$ cat config.mk
export PLATFORM = sky130hd
export DESIGN_NAME = acelcw_cell
export DESIGN_NICKNAME = d
export VERILOG_FILES = /design/src/design/ace_local_contrast_window_defines.svh /design/src/design/acelcw_pkg.sv /design/src/design/acelcw_cell.sv
export SDC_FILE = /design/constraint.sdc
export NUM_CORES = 2
export LEC_CHECK = 0
export BUFFER_PORTS_ARGS = -buffer_cell sky130_fd_sc_hd__buf_2
export CAP_MARGIN = 40
export CORE_MARGIN = 1.5
export CORE_UTILIZATION = 60
export CTS_CLUSTER_SIZE = 20
export DETAILED_ROUTE_END_ITERATION = 7
export PLACE_DENSITY_LB_ADDON = 0.08
export SLEW_MARGIN = 15
export SYNTH_ARGS = -nofsm -noshare
export SYNTH_HDL_FRONTEND = slang
export SYNTH_SLANG_ARGS = --single-unit
export TNS_END_PERCENT = 50
$ cat constraint.sdc
create_clock -name clk -period 9.3 [get_ports clk]
set_clock_uncertainty 0.2 [all_clocks]
set_input_delay 0.465 -clock clk [delete_from_list [all_inputs] [get_ports clk]]
set_output_delay 0.465 -clock clk [all_outputs]
set_load 0.005 [all_outputs]
$ cat src/design/ace_local_contrast_window_defines.svh
// Assertion macros shared by the local contrast window design.
`ifndef ACE_LOCAL_CONTRAST_WINDOW_DEFINES_SVH
`define ACE_LOCAL_CONTRAST_WINDOW_DEFINES_SVH
`ifndef NO_ASSERTIONS
// same-cycle implication
`define ACELCW_ASSERT_IMP(lbl, ante, cons, msg) \
	lbl: assert property (@(posedge clk) disable iff (!arst_n) (ante) |-> (cons)) else $error(msg);
// next-cycle implication
`define ACELCW_ASSERT_NXT(lbl, ante, cons, msg) \
	lbl: assert property (@(posedge clk) disable iff (!arst_n) (ante) |=> (cons)) else $error(msg);
`else
`define ACELCW_ASSERT_IMP(lbl, ante, cons, msg)
`define ACELCW_ASSERT_NXT(lbl, ante, cons, msg)
`endif
`endif

$ cat src/design/acelcw_pkg.sv
// Types, constants and the weight table of the local contrast window.
package acelcw_pkg;

	localparam int WIN_R      = 2;
	localparam int SPAN       = 2 * WIN_R + 1;
	localparam int RING_ROWS  = 2 * WIN_R + 2;
	localparam int BANK_W     = $clog2(RING_ROWS);
	localparam int BOR_W      = $clog2(WIN_R + 1);
	localparam int PIX_W      = 8;
	localparam int CFG_W      = 11;
	localparam int GAIN_W     = 8;
	localparam int WGT_W      = 13;
	localparam int TERM_W     = 9;
	localparam int PROD_W     = TERM_W + WGT_W + 1;
	localparam int COLSUM_W   = PROD_W + 3;
	localparam int ACC_W      = COLSUM_W + 3;
	localparam int RES_W      = 17;
	localparam int FRAC_SHIFT = 8;
	localparam int OUT_LIMIT  = 65280;
	localparam int TERM_LIMIT = 255;
	localparam int CNT_W      = 3;
	localparam int CALC_LAST  = 3;
	localparam int DATA_W     = 32;
	localparam int ADDR_W     = 4;

	// register indexes (byte address / 4)
	typedef logic [1:0] reg_idx_t;
	localparam reg_idx_t REG_WIDTH  = 2'd0;
	localparam reg_idx_t REG_HEIGHT = 2'd1;
	localparam reg_idx_t REG_GAIN   = 2'd2;

	localparam logic [CFG_W-1:0]  WIDTH_RST  = 11'd640;
	localparam logic [CFG_W-1:0]  HEIGHT_RST = 11'd480;
	localparam logic [GAIN_W-1:0] GAIN_RST   = 8'd4;

	typedef enum logic [1:0] {ST_IDLE, ST_READ, ST_CALC, ST_DONE} state_t;

	typedef struct packed {
		logic [PIX_W-1:0] pixel;
		logic             start_of_frame;
		logic             flush;
	} pix_in_t;

	typedef struct packed {
		logic signed [RES_W-1:0] contrast;
		logic                    last_of_frame;
	} res_out_t;

	typedef logic [SPAN-1:0][PIX_W-1:0] pix_col_t;
	typedef logic [SPAN-1:0][WGT_W-1:0] wgt_col_t;

	// 1/distance weights, normalized to 2^16, centre zero; symmetric in both axes
	localparam wgt_col_t WEIGHTS [SPAN] = '{
		'{13'd1677, 13'd2121, 13'd2371, 13'd2121, 13'd1677},
		'{13'd2121, 13'd3353, 13'd4742, 13'd3353, 13'd2121},
		'{13'd2371, 13'd4742, 13'd0,    13'd4742, 13'd2371},
		'{13'd2121, 13'd3353, 13'd4742, 13'd3353, 13'd2121},
		'{13'd1677, 13'd2121, 13'd2371, 13'd2121, 13'd1677}
	};

endpackage

$ cat src/design/acelcw_cell.sv
// One window column cell: holds a column, passes it on, forms its weighted sum.
module acelcw_cell import acelcw_pkg::*; (
	input  logic                       clk,
	input  logic                       arst_n,
	input  logic                       shift_en,
	input  pix_col_t                   col_in,
	input  logic [PIX_W-1:0]           centre,
	input  logic [GAIN_W-1:0]          gain,
	input  wgt_col_t                   wgt,
	output pix_col_t                   col_out,
	output logic signed [COLSUM_W-1:0] col_sum
);

	pix_col_t                         pix_q;
	logic signed [TERM_W-1:0]         term_c  [SPAN];
	logic signed [TERM_W-1:0]         term_s1 [SPAN];
	logic signed [PROD_W-1:0]         prod_s2 [SPAN];
	logic signed [COLSUM_W-1:0]       sum_c;
	logic signed [COLSUM_W-1:0]       col_sum_s3;
	logic signed [PIX_W:0]            diff    [SPAN];
	logic signed [PIX_W+GAIN_W+1:0]   scaled  [SPAN];

	// column shift register
	always_ff @(posedge clk or negedge arst_n) begin
		if (!arst_n) begin
			pix_q <= '0;
		end else if (shift_en) begin
			pix_q <= col_in;
		end
	end

	assign col_out = pix_q;

	// gain times difference, clipped to +/-255
	always_comb begin
		for (int i = 0; i < SPAN; i++) begin
			diff[i]   = $signed({1'b0, centre}) - $signed({1'b0, pix_q[i]});
			scaled[i] = $signed({1'b0, gain}) * diff[i];
			if (scaled[i] > TERM_LIMIT) begin
				term_c[i] = TERM_W'(TERM_LIMIT);
			end else if (scaled[i] < -TERM_LIMIT) begin
				term_c[i] = -TERM_W'(TERM_LIMIT);
			end else begin
				term_c[i] = scaled[i][TERM_W-1:0];
			end
		end
	end

	always_comb begin
		sum_c = '0;
		for (int i = 0; i < SPAN; i++) begin
			sum_c = sum_c + COLSUM_W'(prod_s2[i]);
		end
	end

	// term, weighted product, column sum
	always_ff @(posedge clk) begin
		for (int i = 0; i < SPAN; i++) begin
			term_s1[i] <= term_c[i];
			prod_s2[i] <= term_s1[i] * $signed({1'b0, wgt[i]});
		end
		col_sum_s3 <= sum_c;
	end

	assign col_sum = col_sum_s3;

endmodule

=== After elaboration in Yosys (flattened, before gate mapping) ===
Memories as Yosys holds them, arrays and structs flattened.
Index checks and enable logic that the tools add are counted.

* Add/sub/neg operators: 9
* Multiply operators: 10
* Order comparisons: 10
* Mux-type cells: 10

{| class="wikitable"
|+ Operator list
! kind !! number
|-
| $mul 9x14->23 || 5
|-
| $gt 18x9->1 const B || 5
|-
| $lt 18x9->1 const B || 5
|-
| $mul 9x9->18 || 5
|-
| $mux 9 || 10
|-
| $sub 8x8->9 || 5
|-
| $add 25x23->26 || 1
|-
| $add 26x23->26 || 1
|-
| $add 24x23->25 || 1
|-
| $add 23x23->24 || 1
|}

* Register bits after elaboration: 66
* Bits in writable memories: 160
* Bits of input ports: 124
* Output and inout port bits: 66
* Word-level logic and storage cells: 47
* Memories kept: 2

{| class="wikitable"
|+ Memory list
! name !! depth !! width !! rd ports !! clocked after Yosys merged registers in !! write ports !! line !! source
|-
| prod_s2 || 5 || 23 || 5 || 0 || 5 || acelcw_cell.sv:17 || <nowiki>logic signed [PROD_W-1:0] prod_s2 [SPAN];</nowiki>
|-
| term_s1 || 5 || 9 || 5 || 0 || 5 || acelcw_cell.sv:16 || <nowiki>logic signed [TERM_W-1:0] term_s1 [SPAN];</nowiki>
|}

=== Longest topological paths before layout ===
* Word-level depth: 5
* Depth in mapped cells: 31

=== Least setup slack after synthesis ===
Ideal clock, no wire load.

* Path kind: input -> register
* Start point: in centre[0]
* End point: mem term_s1[1][0], in the netlist term_s1[0][9]
* Setup time: 0.127 ns
* Data arrival time: 7.404 ns
* Slack: 1.569 ns
* Stages on the path: 30
* Cell sequence: inv_1 > ha_1 > inv_1 > fa_1 > nand2_1 > nand2_1 > a21oi_1 > o21ai_0 > a21oi_1 > o21ai_0 > a21o_1 > clkbuf_1 > or2_2 > fa_1 > fa_1 > inv_1 > fa_1 > fa_1 > inv_1 > fa_1 > inv_1 > ha_1 > o21a_1 > o31a_1 > o31a_1 > o2111a_1 > o2111a_1 > a211oi_1 > a41o_2 > or3b_1

{| class="wikitable"
|+ RTL lines
! item !! line !! source
|-
| from (decl) || acelcw_cell.sv:7 || <nowiki>input logic [PIX_W-1:0] centre,</nowiki>
|-
| to (decl) || acelcw_cell.sv:16 ||
|}

==> summary.md <==
| Metric | Value |
|---|---|
| Status | finished clean |
| Post-CTS setup buffers | 0 |
| Detailed Place HPWL | 77.2 mm |
| Worst path required time | approximately 9.6 ns |
| Peak Freq | 0.125 GHz |
| Total grt overflow | 0 |
| Htree depth | 1 |
| Crit Path Max Fanout | 8 |
| Starting DRT DRC Count | roughly 1600 |
| Post-synthesis sequential area ratio | 11.1% |
| Final Wtd Congestion | 0.861 |
| Ys Warns | 0 |
| Worst-path clk slew | about 0.060 ns |
| Vias in the first global route | 31900 |
| Top-area cell type share of the netlist area | between 30% and 40% |
| CP bufs+invs | 4 |
| Share of layout cells above drive strength 1 | 6.25% |
| Routed wire per std cell | 16.2 um |
| Crit Path Class | flop to flop |
| Worst-Margin Slew | 0.872 ns |
| Cell with the most instances after synthesis | inv_1 |
| Cells after Synth | approximately 4700 |
| CTS hold repair buffers | 44 |
| Async set-reset flop share out of synthesis | 17.7% |
| TNS Setup | 0 ns |
| CTS Buf Count | 27 |
| Total track usage | a little over a quarter |
| Fin crit share | roughly 86% |
| Final setup fails | 0 |
| Initial Util | between 60% and 70% |
| First-pass GRT wire length | about 160 mm |
| Post-route ant nets | 0 |
| CTS tree | yes |
| Biggest area consumer among synthesized cells | fa_1 |
| Final Hold Fails | 0 |
| WP data arrival | roughly 8.3 ns |
| Total of max-cap violations | 0 |
| CP dominant cell by count | fa_1 |
| Cell row count | 97 |
| R2R setup slack | around 1.3 ns |
| Vias per cell | between 5 and 6 |
| Fillers | 6009 |
| Syn_nets | a little over 6000 |
| Clk sinks | approximately 230 |
| Root Driver | clkbuf_16 |
| Maximum root-to-sink buffer count | 3 |
| Pre-antenna DRT Iters | 5 |
| Most common library cells after synthesis | inv_1, fa_1, ha_1 |
| Residual DRC | 0 |
| Chip height | roughly 270 um |
| Unrepaired setup endpoints after global routing | false |
| Clk Latency, worst-skew pair | roughly 0.60 ns |
| Crit end category | flop |
| Post-cts gate resize count | 0 |
| Initial antenna violation count | 7 |
| Port Buf Inserts | around 190 |
| Area Growth Syn to Fin | 7.40% |
| Synth Flop Type | dfxtp_1 |
| Largest net degree at the start of global routing | 76 |
| Final critical-path required period | about 8.0 ns |
| Total Nets Final | between 6000 and 7000 |
| Syn avg cell area | a little over 9 um2 |
| Post-Synthesis Cell Area | 42400 um2 |
| Slowest-stage cell, CP | fa_1 |
| Hold Crit Class | input pin to async pin |
| Die ar. | a little over 70000 um2 |
| #FFs+latches synth | 226 |
| Die width | roughly 270 um |
| Routed via count | slightly above 30000 |
| Routed wire length | between 90 and 100 mm |
| Max_slew headroom | 41.7% |
| Synth top area cells | fa_1, ha_1, dfxtp_1 |
| Critical path's top delay family | adder cells |
| Post-synth EDFFs | 0 |
| Largest stage delay on the critical path | ~0.55 ns |
| Critical Path Start Type | flop |
| I/O pins | 190 |
| Max Slew Vio Count | 0 |
| Post-synthesis cell type count | 76 |
| Core ar. | between 70000 and 80000 um2 |
[path summary, 6_finish.rpt]
check | startpoint | endpoint | cells after the start
hold / removal | arst_n | col_out[39] | 2
min in group clk | wgt[26] | prod_s2[0][46] | 2
setup reg to reg | col_out[9] | term_s1[0][9] | 27
max in group asynchronous | arst_n | col_out[0] | 3
hold reg to reg | prod_s2[0][92] | col_sum[0] | 1
setup / recovery | col_out[9] | term_s1[0][9] | 27
[cells by family (layout without fill, tap and decap cells)]
logic type,Yosys count,count (layout),synth area share (%)
and+or+nand+nor,1414,1414,17.0
muxes,6,6,0.156
DFF,226,226,11.1
other,0,7,0
AOI/OAI and AO/OA,519,519,8.19
adders and majority gates,1327,1327,51.2
xor gates and xnor gates,156,156,3.22
buffers and inverters,1017,1168,9.01
[flip-flops by register name, summed over array words and instances (netlist names)]
register and count:
col_out 40, col_sum 26, term_s1 45, prod_s2 115
[per-layer routing]
metal  up-vias  share of wire (%)  track usage [%]
met4         2                2.4             6.64
met3       103                4.1             2.58
met2       640                 48             46.4
met5         -              0.013                0
met1     15300                 46             37.2
li1      15000                  -                -
[worst reg2reg max path, cell delays in order, from the launching register on]
cell and delay [ns]:
dfrtp_1 0.38, inv_1 0.12, ha_1 0.24, nor2b_1 0.12, o21ai_0 0.19, a21boi_0 0.15
o21ai_0 0.22, a21boi_0 0.14, o21ai_0 0.23, a21boi_1 0.21, or3b_2 0.53, fa_1 0.51
fa_1 0.55, inv_1 0.06, fa_1 0.50, fa_1 0.54, inv_1 0.05, fa_1 0.50
inv_1 0.04, ha_1 0.33, o21a_1 0.18, o31a_1 0.12, o31a_1 0.28, o2111a_1 0.28
o2111a_1 0.25, a211oi_1 0.35, a41o_2 0.26, or3b_1 0.35
[area by class of cell]
| cell class | count | area (um2) | share of cell area (%) |
|---|---|---|---|
| Multi-Input combinational cell | 3422 | 33800 | 74.3 |
| Sequential cell | 226 | 4720 | 10.4 |
| Inverter | 871 | 3270 | 7.18 |
| Timing Repair Buffer | 247 | 1550 | 3.40 |
| Tap cell | 940 | 1180 | 2.58 |
| Clock buffer | 33 | 759 | 1.67 |
| Clock inverter | 17 | 184 | 0.404 |
| Antenna cell | 7 | 17.5 | 0.0385 |
[metrics by stage]
| stage | util, % | instance area [um2] | hold WS (ns) | worst slack (ns) | instances |
|---|---|---|---|---|---|
| 3_5_place_dp | 62.9 | 44100 | 0.128 | 0.957 | 5659 |
| 3_3_place_gp | 62.9 | 44000 | 0.267 | 1.04 | 5657 |
| 4_1_cts | 64.9 | 45500 | 0.0146 | 1.30 | 5753 |
| 2_1_floorplan | - | 42400 | -0.0306 | 1.57 | 4665 |
| 6_report | 65.0 | 45500 | 0.0614 | 1.29 | 5763 |
| 5_1_grt | 65.0 | 45500 | 0.0508 | 0.597 | 5760 |
[cells in the final DEF, fill, tap and decap left out, drive strengths merged, types with 6 or more instances in the layout]
master       instances
inv                877
fa                 681
ha                 646
nand2              496
and2               378
buf                202
dfxtp              186
nor2               170
o21ai              136
xnor2              110
a21oi              102
nand2b              95
a21o                69
xor2                46
nor3                44
dlygate4sd3         44
nand3               43
nor2b               40
nor3b               40
dfrtp               40
clkbuf              34
o21a                33
a211oi              21
or2                 20
a21boi              18
o211ai              17
and3                16
nor4                14
or3b                13
a2111oi             13
a31oi               12
o21bai              11
or3                 11
o31ai               11
o2111ai             10
a211o                8
o31a                 8
diode                7
a22oi                7
clkinvlp             6
Power is not shown: default switching activity piles up to over one toggle a cycle in this logic, so the estimate is an artifact.
